**config.mk**
```make
export PLATFORM = sky130hd
export DESIGN_NAME = polyline_segment_subdivider_core
export DESIGN_NICKNAME = d
export VERILOG_FILES = /design/src/design/plsub_pkg.sv /design/src/design/plsub_div.sv /design/src/design/plsub_ctrl.sv /design/src/design/plsub_dp.sv /design/src/design/polyline_segment_subdivider_core.sv
export SDC_FILE = /design/constraint.sdc
export NUM_CORES = 2
export LEC_CHECK = 0
export BUFFER_PORTS_ARGS = -buffer_cell sky130_fd_sc_hd__buf_2
export CORE_UTILIZATION = 59
export DETAILED_ROUTE_END_ITERATION = 10
export PLACE_DENSITY_LB_ADDON = 0.2
export SLEW_MARGIN = 20
export SYNTH_ARGS = -nofsm -noshare
export SYNTH_HDL_FRONTEND = slang
export SYNTH_HIERARCHICAL = 1
export SYNTH_SLANG_ARGS = --single-unit
```
**constraint.sdc**
```tcl
create_clock -name clock -period 13.2 [get_ports clock]
set_input_delay 1.32 -clock clock [delete_from_list [all_inputs] [get_ports clock]]
set_output_delay 1.32 -clock clock [all_outputs]
set_load 0.01 [all_outputs]
```
**src/design/plsub_pkg.sv**
```systemverilog
package plsub_pkg;

   localparam int LEN_W              = 16;
   localparam logic [LEN_W-1:0] LEN_RESET = 16'd640;
   localparam int MAX_POINTS_DEFAULT = 64;
   localparam int COORD_BITS_DEFAULT = 16;
   localparam int CSR_DATA_W         = 32;
   localparam int CSR_ADDR_W         = 3;
   localparam int CSR_IDX_W          = CSR_ADDR_W - 2;

   localparam logic [CSR_IDX_W-1:0] REG_MAX_SEGMENT_LENGTH = 1'b0;

   typedef enum logic [3:0] {
      ST_IDLE,
      ST_SQ_X,
      ST_SQ_Y,
      ST_SQ_LEN,
      ST_CHECK,
      ST_STEP_MUL,
      ST_STEP_CMP,
      ST_DIV_X_GO,
      ST_DIV_X_WAIT,
      ST_DIV_Y_GO,
      ST_DIV_Y_WAIT,
      ST_EMIT_INS,
      ST_EMIT_LAST
   } state_type;

   typedef enum logic [3:0] {
      OP_NONE,
      OP_LOAD,
      OP_SQ_X,
      OP_SQ_Y,
      OP_SQ_LEN,
      OP_STEP_INIT,
      OP_STEP_MUL,
      OP_STEP_NEXT,
      OP_DIV_X_GO,
      OP_DIV_X_WAIT,
      OP_DIV_Y_GO,
      OP_DIV_Y_WAIT,
      OP_EMIT_INS,
      OP_EMIT_LAST
   } op_type;

   typedef struct packed {
      op_type op;
   } cmd_type;

   typedef struct packed {
      logic direct;
      logic subdivide;
      logic search_end;
      logic sq_over;
      logic div_done;
      logic k_last;
      logic out_free;
   } status_type;

endpackage

```
**src/design/plsub_div.sv**
```systemverilog
module plsub_div
   import plsub_pkg::*;
#(
   parameter int DVD_W = COORD_BITS_DEFAULT,
   parameter int DVS_W = 7
) (
   input  logic             clock,
   input  logic             reset,
   input  logic             start,
   input  logic [DVD_W-1:0] dividend,
   input  logic [DVS_W-1:0] divisor,
   output logic [DVD_W-1:0] quotient,
   output logic [DVS_W-1:0] remainder,
   output logic             done
);

   localparam int CNT_W = $clog2(DVD_W);
   localparam logic [CNT_W-1:0] CNT_LAST = CNT_W'(DVD_W - 1);

   logic             busy_ff, busy_in;
   logic             done_ff, done_in;
   logic [CNT_W-1:0] cnt_ff, cnt_in;
   logic [DVD_W-1:0] quo_ff, quo_in;
   logic [DVS_W-1:0] rem_ff, rem_in;
   logic [DVS_W-1:0] dvs_ff, dvs_in;

   logic [DVS_W:0]   rem_shift;
   logic [DVS_W+1:0] rem_diff;
   logic             borrow;

   // one quotient bit per cycle, restoring
   assign rem_shift = {rem_ff, quo_ff[DVD_W-1]};
   assign rem_diff  = {1'b0, rem_shift} - {2'b00, dvs_ff};
   assign borrow    = rem_diff[DVS_W+1];

   always_comb begin
      busy_in = busy_ff;
      done_in = 1'b0;
      cnt_in  = cnt_ff;
      quo_in  = quo_ff;
      rem_in  = rem_ff;
      dvs_in  = dvs_ff;
      if (start) begin
         busy_in = 1'b1;
         cnt_in  = '0;
         quo_in  = dividend;
         rem_in  = '0;
         dvs_in  = divisor;
      end else if (busy_ff) begin
         rem_in = borrow ? rem_shift[DVS_W-1:0] : rem_diff[DVS_W-1:0];
         quo_in = {quo_ff[DVD_W-2:0], ~borrow};
         cnt_in = cnt_ff + 1'b1;
         if (cnt_ff == CNT_LAST) begin
            busy_in = 1'b0;
            done_in = 1'b1;
         end
      end
   end

   always_ff @(posedge clock) begin
      if (reset) begin
         busy_ff <= 1'b0;
         done_ff <= 1'b0;
      end else begin
         busy_ff <= busy_in;
         done_ff <= done_in;
      end
   end

   always_ff @(posedge clock) begin
      cnt_ff <= cnt_in;
      quo_ff <= quo_in;
      rem_ff <= rem_in;
      dvs_ff <= dvs_in;
   end

   assign quotient  = quo_ff;
   assign remainder = rem_ff;
   assign done      = done_ff;

endmodule

```
**src/design/plsub_ctrl.sv**
```systemverilog
module plsub_ctrl
   import plsub_pkg::*;
(
   input  logic       clock,
   input  logic       reset,
   input  logic       req_valid,
   output logic       req_stall,
   input  status_type status,
   output cmd_type    cmd
);

   state_type state_ff, state_in;
   logic      accept;

   assign accept = req_valid && (state_ff == ST_IDLE);

   always_comb begin
      state_in = state_ff;
      case (state_ff)
         ST_IDLE: begin
            if (accept) begin
               state_in = status.direct ? ST_EMIT_LAST : ST_SQ_X;
            end
         end
         ST_SQ_X:   state_in = ST_SQ_Y;
         ST_SQ_Y:   state_in = ST_SQ_LEN;
         ST_SQ_LEN: state_in = ST_CHECK;
         ST_CHECK: begin
            state_in = status.subdivide ? ST_STEP_MUL : ST_EMIT_LAST;
         end
         ST_STEP_MUL: begin
            state_in = status.search_end ? ST_DIV_X_GO : ST_STEP_CMP;
         end
         ST_STEP_CMP: begin
            state_in = status.sq_over ? ST_DIV_X_GO : ST_STEP_MUL;
         end
         ST_DIV_X_GO: state_in = ST_DIV_X_WAIT;
         ST_DIV_X_WAIT: begin
            if (status.div_done) begin
               state_in = ST_DIV_Y_GO;
            end
         end
         ST_DIV_Y_GO: state_in = ST_DIV_Y_WAIT;
         ST_DIV_Y_WAIT: begin
            if (status.div_done) begin
               state_in = ST_EMIT_INS;
            end
         end
         ST_EMIT_INS: begin
            if (status.out_free && status.k_last) begin
               state_in = ST_EMIT_LAST;
            end
         end
         ST_EMIT_LAST: begin
            if (status.out_free) begin
               state_in = ST_IDLE;
            end
         end
         default: state_in = ST_IDLE;
      endcase
   end

   always_comb begin
      cmd.op    = OP_NONE;
      req_stall = (state_ff != ST_IDLE);
      case (state_ff)
         ST_IDLE: begin
            if (accept) begin
               cmd.op = OP_LOAD;
            end
         end
         ST_SQ_X:   cmd.op = OP_SQ_X;
         ST_SQ_Y:   cmd.op = OP_SQ_Y;
         ST_SQ_LEN: cmd.op = OP_SQ_LEN;
         ST_CHECK: begin
            if (status.subdivide) begin
               cmd.op = OP_STEP_INIT;
            end
         end
         ST_STEP_MUL: begin
            if (!status.search_end) begin
               cmd.op = OP_STEP_MUL;
            end
         end
         ST_STEP_CMP: begin
            if (!status.sq_over) begin
               cmd.op = OP_STEP_NEXT;
            end
         end
         ST_DIV_X_GO:   cmd.op = OP_DIV_X_GO;
         ST_DIV_X_WAIT: cmd.op = OP_DIV_X_WAIT;
         ST_DIV_Y_GO:   cmd.op = OP_DIV_Y_GO;
         ST_DIV_Y_WAIT: cmd.op = OP_DIV_Y_WAIT;
         ST_EMIT_INS: begin
            if (status.out_free) begin
               cmd.op = OP_EMIT_INS;
            end
         end
         ST_EMIT_LAST: begin
            if (status.out_free) begin
               cmd.op = OP_EMIT_LAST;
            end
         end
         default: cmd.op = OP_NONE;
      endcase
   end

   always_ff @(posedge clock) begin
      if (reset) begin
         state_ff <= ST_IDLE;
      end else begin
         state_ff <= state_in;
      end
   end

   a_accept_leaves_idle: assert property (@(posedge clock) disable iff (reset)
      (req_valid && !req_stall) |=> (state_ff != ST_IDLE))
      else $error("transfer accepted but controller stayed idle");

   a_last_returns_idle: assert property (@(posedge clock) disable iff (reset)
      (state_ff == ST_EMIT_LAST && status.out_free) |=> (state_ff == ST_IDLE))
      else $error("final point written but controller not idle");

endmodule

```
**src/design/plsub_dp.sv**
```systemverilog
module plsub_dp
   import plsub_pkg::*;
#(
   parameter int MAX_POINTS = MAX_POINTS_DEFAULT,
   parameter int COORD_BITS = COORD_BITS_DEFAULT
) (
   input  logic                  clock,
   input  logic                  reset,
   input  cmd_type               cmd,
   output status_type            status,
   input  logic [LEN_W-1:0]      max_seg_len,
   input  logic [COORD_BITS-1:0] req_point_x,
   input  logic [COORD_BITS-1:0] req_point_y,
   input  logic                  req_stroke_start,
   input  logic                  rsp_stall,
   output logic                  rsp_valid,
   output logic [COORD_BITS-1:0] rsp_out_x,
   output logic [COORD_BITS-1:0] rsp_out_y,
   output logic                  rsp_is_inserted,
   output logic                  rsp_last_of_run
);

   localparam int CW   = COORD_BITS;
   localparam int N_W  = $clog2(MAX_POINTS + 1);
   localparam int T_W  = LEN_W + $clog2(MAX_POINTS);
   localparam int SQ_W = (CW > T_W) ? CW : T_W;
   localparam int P_W  = 2 * SQ_W;
   localparam int D_W  = P_W + 1;
   localparam logic [N_W-1:0] SEARCH_LAST = N_W'(MAX_POINTS - 2);
   localparam logic [N_W-1:0] M_MAX       = N_W'(MAX_POINTS - 1);

   logic [CW-1:0]  cur_x_ff, cur_x_in, cur_y_ff, cur_y_in;
   logic [CW-1:0]  prev_x_ff, prev_x_in, prev_y_ff, prev_y_in;
   logic           have_prev_ff, have_prev_in;
   logic [CW-1:0]  ax_ff, ax_in, ay_ff, ay_in;
   logic           negx_ff, negx_in, negy_ff, negy_in;
   logic [P_W-1:0] sq_ff, sq_in;
   logic [D_W-1:0] d2_ff, d2_in;
   logic [T_W-1:0] t_ff, t_in;
   logic [N_W-1:0] m_ff, m_in;
   logic [N_W-1:0] k_ff, k_in;
   logic [CW-1:0]  dqx_ff, dqx_in, dqy_ff, dqy_in;
   logic [N_W-1:0] drx_ff, drx_in, dry_ff, dry_in;
   logic [CW-1:0]  accqx_ff, accqx_in, accqy_ff, accqy_in;
   logic [N_W-1:0] accrx_ff, accrx_in, accry_ff, accry_in;
   logic           rsp_valid_ff, rsp_valid_in;
   logic [CW-1:0]  rsp_x_ff, rsp_x_in, rsp_y_ff, rsp_y_in;
   logic           rsp_ins_ff, rsp_ins_in, rsp_last_ff, rsp_last_in;

   logic [CW:0]     dx_full, dy_full, absx_full, absy_full;
   logic [SQ_W-1:0] sq_opnd;
   logic [P_W-1:0]  sq_prod;
   logic [N_W-1:0]  n_val;
   logic            out_free;
   logic            div_start, div_done;
   logic [CW-1:0]   div_dividend, div_quo;
   logic [N_W-1:0]  div_rem;
   logic [N_W:0]    rsum_x, rsum_y, rnext_x, rnext_y;
   logic            wrap_x, wrap_y;
   logic [CW-1:0]   ins_x, ins_y;

   assign dx_full   = {req_point_x[CW-1], req_point_x} - {prev_x_ff[CW-1], prev_x_ff};
   assign dy_full   = {req_point_y[CW-1], req_point_y} - {prev_y_ff[CW-1], prev_y_ff};
   assign absx_full = dx_full[CW] ? (~dx_full + 1'b1) : dx_full;
   assign absy_full = dy_full[CW] ? (~dy_full + 1'b1) : dy_full;

   always_comb begin
      case (cmd.op)
         OP_SQ_X:     sq_opnd = SQ_W'(ax_ff);
         OP_SQ_Y:     sq_opnd = SQ_W'(ay_ff);
         OP_SQ_LEN:   sq_opnd = SQ_W'(max_seg_len);
         default:     sq_opnd = SQ_W'(t_ff);
      endcase
   end
   assign sq_prod = sq_opnd * sq_opnd;

   assign n_val    = m_ff + 1'b1;
   assign out_free = !rsp_valid_ff || !rsp_stall;

   assign div_start    = (cmd.op == OP_DIV_X_GO) || (cmd.op == OP_DIV_Y_GO);
   assign div_dividend = (cmd.op == OP_DIV_X_GO) ? ax_ff : ay_ff;

   plsub_div #(
      .DVD_W(CW),
      .DVS_W(N_W)
   ) u_div (
      .clock     (clock),
      .reset     (reset),
      .start     (div_start),
      .dividend  (div_dividend),
      .divisor   (n_val),
      .quotient  (div_quo),
      .remainder (div_rem),
      .done      (div_done)
   );

   // running k*|d|/n as quotient and remainder
   assign rsum_x  = {1'b0, accrx_ff} + {1'b0, drx_ff};
   assign rsum_y  = {1'b0, accry_ff} + {1'b0, dry_ff};
   assign wrap_x  = (rsum_x >= {1'b0, n_val});
   assign wrap_y  = (rsum_y >= {1'b0, n_val});
   assign rnext_x = wrap_x ? (rsum_x - {1'b0, n_val}) : rsum_x;
   assign rnext_y = wrap_y ? (rsum_y - {1'b0, n_val}) : rsum_y;

   assign ins_x = prev_x_ff + (negx_ff ? (~accqx_ff + 1'b1) : accqx_ff);
   assign ins_y = prev_y_ff + (negy_ff ? (~accqy_ff + 1'b1) : accqy_ff);

   always_comb begin
      cur_x_in     = cur_x_ff;
      cur_y_in     = cur_y_ff;
      prev_x_in    = prev_x_ff;
      prev_y_in    = prev_y_ff;
      have_prev_in = have_prev_ff;
      ax_in        = ax_ff;
      ay_in        = ay_ff;
      negx_in      = negx_ff;
      negy_in      = negy_ff;
      sq_in        = sq_ff;
      d2_in        = d2_ff;
      t_in         = t_ff;
      m_in         = m_ff;
      k_in         = k_ff;
      dqx_in       = dqx_ff;
      dqy_in       = dqy_ff;
      drx_in       = drx_ff;
      dry_in       = dry_ff;
      accqx_in     = accqx_ff;
      accqy_in     = accqy_ff;
      accrx_in     = accrx_ff;
      accry_in     = accry_ff;
      rsp_valid_in = rsp_valid_ff && rsp_stall;
      rsp_x_in     = rsp_x_ff;
      rsp_y_in     = rsp_y_ff;
      rsp_ins_in   = rsp_ins_ff;
      rsp_last_in  = rsp_last_ff;
      case (cmd.op)
         OP_LOAD: begin
            cur_x_in = req_point_x;
            cur_y_in = req_point_y;
            ax_in    = absx_full[CW-1:0];
            ay_in    = absy_full[CW-1:0];
            negx_in  = dx_full[CW];
            negy_in  = dy_full[CW];
         end
         OP_SQ_X: begin
            sq_in = sq_prod;
         end
         OP_SQ_Y: begin
            d2_in = D_W'(sq_ff);
            sq_in = sq_prod;
         end
         OP_SQ_LEN: begin
            d2_in = d2_ff + D_W'(sq_ff);
            sq_in = sq_prod;
            t_in  = T_W'(max_seg_len);
         end
         OP_STEP_INIT: begin
            t_in = t_ff + T_W'(max_seg_len);
            m_in = N_W'(1);
         end
         OP_STEP_MUL: begin
            sq_in = sq_prod;
         end
         OP_STEP_NEXT: begin
            t_in = t_ff + T_W'(max_seg_len);
            m_in = m_ff + 1'b1;
         end
         OP_DIV_X_WAIT: begin
            if (div_done) begin
               dqx_in = div_quo;
               drx_in = div_rem;
            end
         end
         OP_DIV_Y_WAIT: begin
            if (div_done) begin
               dqy_in   = div_quo;
               dry_in   = div_rem;
               accqx_in = dqx_ff;
               accrx_in = drx_ff;
               accqy_in = div_quo;
               accry_in = div_rem;
               k_in     = N_W'(1);
            end
         end
         OP_EMIT_INS: begin
            rsp_valid_in = 1'b1;
            rsp_x_in     = ins_x;
            rsp_y_in     = ins_y;
            rsp_ins_in   = 1'b1;
            rsp_last_in  = 1'b0;
            accqx_in     = accqx_ff + dqx_ff + CW'(wrap_x);
            accqy_in     = accqy_ff + dqy_ff + CW'(wrap_y);
            accrx_in     = rnext_x[N_W-1:0];
            accry_in     = rnext_y[N_W-1:0];
            k_in         = k_ff + 1'b1;
         end
         OP_EMIT_LAST: begin
            rsp_valid_in = 1'b1;
            rsp_x_in     = cur_x_ff;
            rsp_y_in     = cur_y_ff;
            rsp_ins_in   = 1'b0;
            rsp_last_in  = 1'b1;
            prev_x_in    = cur_x_ff;
            prev_y_in    = cur_y_ff;
            have_prev_in = 1'b1;
         end
         default: ;
      endcase
   end

   always_ff @(posedge clock) begin
      if (reset) begin
         prev_x_ff    <= '0;
         prev_y_ff    <= '0;
         have_prev_ff <= 1'b0;
         rsp_valid_ff <= 1'b0;
      end else begin
         prev_x_ff    <= prev_x_in;
         prev_y_ff    <= prev_y_in;
         have_prev_ff <= have_prev_in;
         rsp_valid_ff <= rsp_valid_in;
      end
   end

   always_ff @(posedge clock) begin
      cur_x_ff    <= cur_x_in;
      cur_y_ff    <= cur_y_in;
      ax_ff       <= ax_in;
      ay_ff       <= ay_in;
      negx_ff     <= negx_in;
      negy_ff     <= negy_in;
      sq_ff       <= sq_in;
      d2_ff       <= d2_in;
      t_ff        <= t_in;
      m_ff        <= m_in;
      k_ff        <= k_in;
      dqx_ff      <= dqx_in;
      dqy_ff      <= dqy_in;
      drx_ff      <= drx_in;
      dry_ff      <= dry_in;
      accqx_ff    <= accqx_in;
      accqy_ff    <= accqy_in;
      accrx_ff    <= accrx_in;
      accry_ff    <= accry_in;
      rsp_x_ff    <= rsp_x_in;
      rsp_y_ff    <= rsp_y_in;
      rsp_ins_ff  <= rsp_ins_in;
      rsp_last_ff <= rsp_last_in;
   end

   assign status.direct     = !have_prev_ff || req_stroke_start;
   assign status.subdivide  = (d2_ff > {1'b0, sq_ff});
   assign status.search_end = (m_ff > SEARCH_LAST);
   assign status.sq_over    = ({1'b0, sq_ff} > d2_ff);
   assign status.div_done   = div_done;
   assign status.k_last     = (k_ff == (n_val - 1'b1));
   assign status.out_free   = out_free;

   assign rsp_valid       = rsp_valid_ff;
   assign rsp_out_x       = rsp_x_ff;
   assign rsp_out_y       = rsp_y_ff;
   assign rsp_is_inserted = rsp_ins_ff;
   assign rsp_last_of_run = rsp_last_ff;

   a_k_in_range: assert property (@(posedge clock) disable iff (reset)
      (cmd.op == OP_EMIT_INS) |-> (k_ff != '0 && k_ff < n_val))
      else $error("inserted point index outside 1..n-1");

   a_search_bound: assert property (@(posedge clock) disable iff (reset)
      (cmd.op == OP_STEP_MUL || cmd.op == OP_STEP_NEXT) |-> (m_ff <= M_MAX))
      else $error("segment count search ran past its limit");

   a_flags_exclusive: assert property (@(posedge clock) disable iff (reset)
      rsp_valid_ff |-> (rsp_ins_ff != rsp_last_ff))
      else $error("result marked both inserted and last, or neither");

endmodule

```
**src/design/polyline_segment_subdivider_core.sv**
```systemverilog
// A stroke-start point goes from the transfer straight to its result; a short segment first
// squares |dx|, |dy| and the limit. A split segment of n parts adds the n search loop (a multiply
// and a compare state per step) and the shared divider (one bit a cycle) for x and y.
// Input waits until the end point is written; a waiting result does not block the next transfer.
// Reset: previous point cleared to none, segment limit set to 640 (40.0), output empty.
module polyline_segment_subdivider_core
   import plsub_pkg::*;
#(
   parameter int MAX_POINTS_PER_SEGMENT = MAX_POINTS_DEFAULT,
   parameter int COORD_BITS             = COORD_BITS_DEFAULT
) (
   input  logic                  clock,
   input  logic                  reset,
   input  logic                  req_valid,
   output logic                  req_stall,
   input  logic [COORD_BITS-1:0] req_point_x,
   input  logic [COORD_BITS-1:0] req_point_y,
   input  logic                  req_stroke_start,
   output logic                  rsp_valid,
   input  logic                  rsp_stall,
   output logic [COORD_BITS-1:0] rsp_out_x,
   output logic [COORD_BITS-1:0] rsp_out_y,
   output logic                  rsp_is_inserted,
   output logic                  rsp_last_of_run,
   input  logic                  csr_psel,
   input  logic                  csr_penable,
   input  logic                  csr_pwrite,
   input  logic [CSR_ADDR_W-1:0] csr_paddr,
   input  logic [CSR_DATA_W-1:0] csr_pwdata,
   output logic [CSR_DATA_W-1:0] csr_prdata,
   output logic                  csr_pready
);

   logic [LEN_W-1:0]     max_len_ff, max_len_in;
   logic [CSR_IDX_W-1:0] csr_idx;
   logic                 csr_wr;
   cmd_type              cmd;
   status_type           status;

   assign csr_pready = 1'b1;
   assign csr_idx    = csr_paddr[CSR_ADDR_W-1:2];
   assign csr_wr     = csr_psel && csr_penable && csr_pwrite && csr_pready;

   always_comb begin
      max_len_in = max_len_ff;
      if (csr_wr && csr_idx == REG_MAX_SEGMENT_LENGTH) begin
         max_len_in = csr_pwdata[LEN_W-1:0];
      end
   end

   always_ff @(posedge clock) begin
      if (reset) begin
         max_len_ff <= LEN_RESET;
      end else begin
         max_len_ff <= max_len_in;
      end
   end

   assign csr_prdata = (csr_idx == REG_MAX_SEGMENT_LENGTH) ?
                       CSR_DATA_W'(max_len_ff) : '0;

   plsub_ctrl u_ctrl (
      .clock     (clock),
      .reset     (reset),
      .req_valid (req_valid),
      .req_stall (req_stall),
      .status    (status),
      .cmd       (cmd)
   );

   plsub_dp #(
      .MAX_POINTS (MAX_POINTS_PER_SEGMENT),
      .COORD_BITS (COORD_BITS)
   ) u_dp (
      .clock            (clock),
      .reset            (reset),
      .cmd              (cmd),
      .status           (status),
      .max_seg_len      (max_len_ff),
      .req_point_x      (req_point_x),
      .req_point_y      (req_point_y),
      .req_stroke_start (req_stroke_start),
      .rsp_stall        (rsp_stall),
      .rsp_valid        (rsp_valid),
      .rsp_out_x        (rsp_out_x),
      .rsp_out_y        (rsp_out_y),
      .rsp_is_inserted  (rsp_is_inserted),
      .rsp_last_of_run  (rsp_last_of_run)
   );

endmodule
```
==> results.cfg <==
[status]
outcome = complete, no violations

[logic_synthesis]
library_cell_with_the_highest_instance_count_after_synthesis = inv_1
ys_seq_elements = 406
ys_async_sr_fraction_pct = 0
synth_flop_cell = edfxtp_1
synth_warnings = 6
synthDominantCellAreaShare_pct = 25.4
most_used_standard_cells_in_the_synthesized_netlist = inv_1, nand2_1, ha_1
postSynthCellCount = 4203
mappedNetlistArea_mm2 = 0.0401
synth_top_cells_by_area = edfxtp_1, fa_1, ha_1
synth_sequential_area_ratio_pct = 28.7
synth.avg_cell_area_um2 = 9.55
synthDistinctLibCells = 100
synth_edf_count = 339
netlist.top_cell.by_area = edfxtp_1

[setup_path]
timing.critical_path.slowest_stage_cell = fa_1
critical_path.max_fanout = 52
worstSetupStartpointType = register
worst_ep_required_time_ps = 13510
critPathMostFrequentCell = fa_1
cp_slowest_stage_delay_ps = 570
setup.worst_path.end_class = register
arrival_ps = 12560
worstSetupPathType = register to register

[sta]
maxSlewHeadroom_pct = 28.2
achievable-frequency_mhz = 81.6
final_hold_slack_ps = 477
tightestPinTransition_ps = 1070
largest_clock_skew_in_the_final_design_ps = 42.4
grt_setup_unrepaired = false
finalCriticalPeriod_ps = 12250
setup_tns_ps = 0
timing.final.setup_violations = 0
post-route-period-util_pct = 92.8
slew_viol_final = 0
finalHoldViolCount = 0

[clock_tree]
clk_latency_ps = 610
cts.clk_slew.worst_paths_ps = 60
cts.hold.buffers_added = 0
cts.root.buffer_cell = clkbuf_16
ctsHtreeMaxLevel = 2
tritoncts = built
clock_sinks = 406
cts_resized = 0
cts.repair_timing.setup_buffer_count = 0
clockBufferDepth = 3
cts_buffers = 47

[placed_design]
instance_count_after_placement_with_tap_cells_included = 5108
port_buffer_cells = 108
postPlaceCellArea_mm2 = 0.0416
dp.final_hpwl_um = 75400
gpl.final_weighted_congestion = 0.926

[route]
first_iter_violations = 2222
drcViolationCount = 0
via_count = 29672
detail_route.wirelength_um = 97200
detailroute.wirelength.met3_um = 5860
post_drt_via_cell_ratio = 5.71
route.met2.wl_um = 46300
dr.pass1.iters = 7
met1Wirelength_um = 41500
detail-route-antenna-nets = 0
wire_per_inst_um = 18.7
top_layer_used = met4

[die]
die-area_mm2 = 0.0691
die_w_um = 263
core_rows = 95
ioPinCount = 144
initial_standard_cell_utilization_of_the_core_pct = 59.6
placeable_core_region_mm2 = 0.0673
chipHeight_um = 263

[layout]
area_growth_syn_to_layout_pct = 7.65
design_area_mm2 = 0.0432
design.final.nets = 5111
largest_reg_flops = 45
antenna_cells = 0
largest_register_by_flop_count = u_dp/d2_ff
largest_registers = u_dp/d2_ff: 45 flops, u_dp/sq_ff: 43 flops, u_dp/t_ff: 22 flops
fraction_of_layout_instances_using_a_drive_strength_above_1_pct = 8.00
final-instance-count-excl-fill = 5196

[grt]
largest_net_degree_at_the_start_of_global_routing = 88
antenna_found_initial = 1
number_of_global_route_vias_before_repair = 29648
global_router_s_overall_resource_usage_pct = 28.3
global_route_wire_length_before_repair_um = 155000
grt_overflow = 0

[flow_run]
cap_violations = 0

[hold_path]
timing.hold.worst.class = register to register
## routing by layer
metal | vias to the layer above | GRT usage, %
met5 | - | 0
met4 | 0 | 10.3
met3 | 182 | 3.76
met2 | 935 | 48.2
met1 | 14250 | 37.0
li1 | 14305 | -
## placed cells by master, fill, tap and decap left out, types with 14 or more instances in the layout
| cell type | synthesis | final |
|---|---|---|
| buf_2 | 5 | 108 |
| clkbuf_16 | 0 | 48 |
| fa_1 | 356 | 356 |
| and2_1 | 27 | 27 |
| o21ai_0 | 223 | 222 |
| nor3_1 | 53 | 49 |
| o211ai_1 | 14 | 14 |
| o31ai_1 | 32 | 32 |
| conb_1 | 2 | 17 |
| a21oi_1 | 240 | 240 |
| xor2_1 | 83 | 83 |
| ha_1 | 396 | 396 |
| mux2i_1 | 25 | 25 |
| a31oi_1 | 29 | 28 |
| a211oi_1 | 23 | 22 |
| nor2b_1 | 42 | 42 |
| inv_1 | 596 | 596 |
| edfxtp_1 | 339 | 339 |
| mux2_2 | 37 | 37 |
| a21o_1 | 79 | 79 |
| xnor2_1 | 200 | 200 |
| nand3_1 | 40 | 40 |
| nand4_1 | 32 | 32 |
| nand2b_1 | 75 | 75 |
| o21a_1 | 24 | 24 |
| nand2_1 | 441 | 441 |
| dfxtp_1 | 67 | 67 |
| o21bai_1 | 46 | 46 |
| nor2_1 | 270 | 265 |
| buf_4 | 22 | 52 |
| and3_1 | 64 | 64 |
## cell families after synthesis
group	after synthesis	share of synthesized area (%)
AOI/OAI and AO/OA	809	12.6
xor gates and xnor gates	283	6.18
adders and majority gates	753	30.1
buffers and inverters	752	7.39
DFF	406	28.7
muxes	62	1.66
other	2	0.0187
and+or+nand+nor	1136	13.3
## path summary, 6_finish.rpt
| path | slack, ps | start | cells after the start | to |
|---|---|---|---|---|
| worst max-delay path | 950 | u_dp/sq_ff[37] | 41 | u_dp/sq_ff[38] |
| worst min register to register | 480 | u_dp/prev_x_ff[2] | 2 | u_dp/prev_x_ff[2] |
| worst min-delay path | 480 | u_dp/prev_x_ff[2] | 2 | u_dp/prev_x_ff[2] |
| worst max register to register | 950 | u_dp/sq_ff[37] | 41 | u_dp/sq_ff[38] |
## worst max-delay path: cells and delay by family, from the launching register on
family	cells	cell delay (ps)
flops	1	450
compound gates	11	2880
mux	1	290
simple gates	13	3030
fa+ha+maj	9	4230
xor+xnor	1	110
buf+inv	6	980
## stage by stage
| stage | utilization (%) | setup WS, ps |
|---|---|---|
| floorplan | - | 2010 |
| global placement | 61.8 | 1030 |
| detailed placement | 61.8 | 1020 |
| CTS | 64.2 | 988 |
| global route | 64.2 | 187 |
| finish | 64.2 | 950 |
## cell type report
| class | count | area (µm²) |
|---|---|---|
| multi-input cells | 3060 | 25800 |
| fillers | 5526 | 24100 |
| flip-flops and latches | 406 | 11500 |
| inverters | 609 | 2290 |
| clock buffers | 58 | 1270 |
| well taps | 873 | 1090 |
| repair buffers | 160 | 931 |
| clock inverters | 30 | 335 |
Power is not shown: default switching activity piles up to over one toggle a cycle in this logic, so the estimate is an artifact.
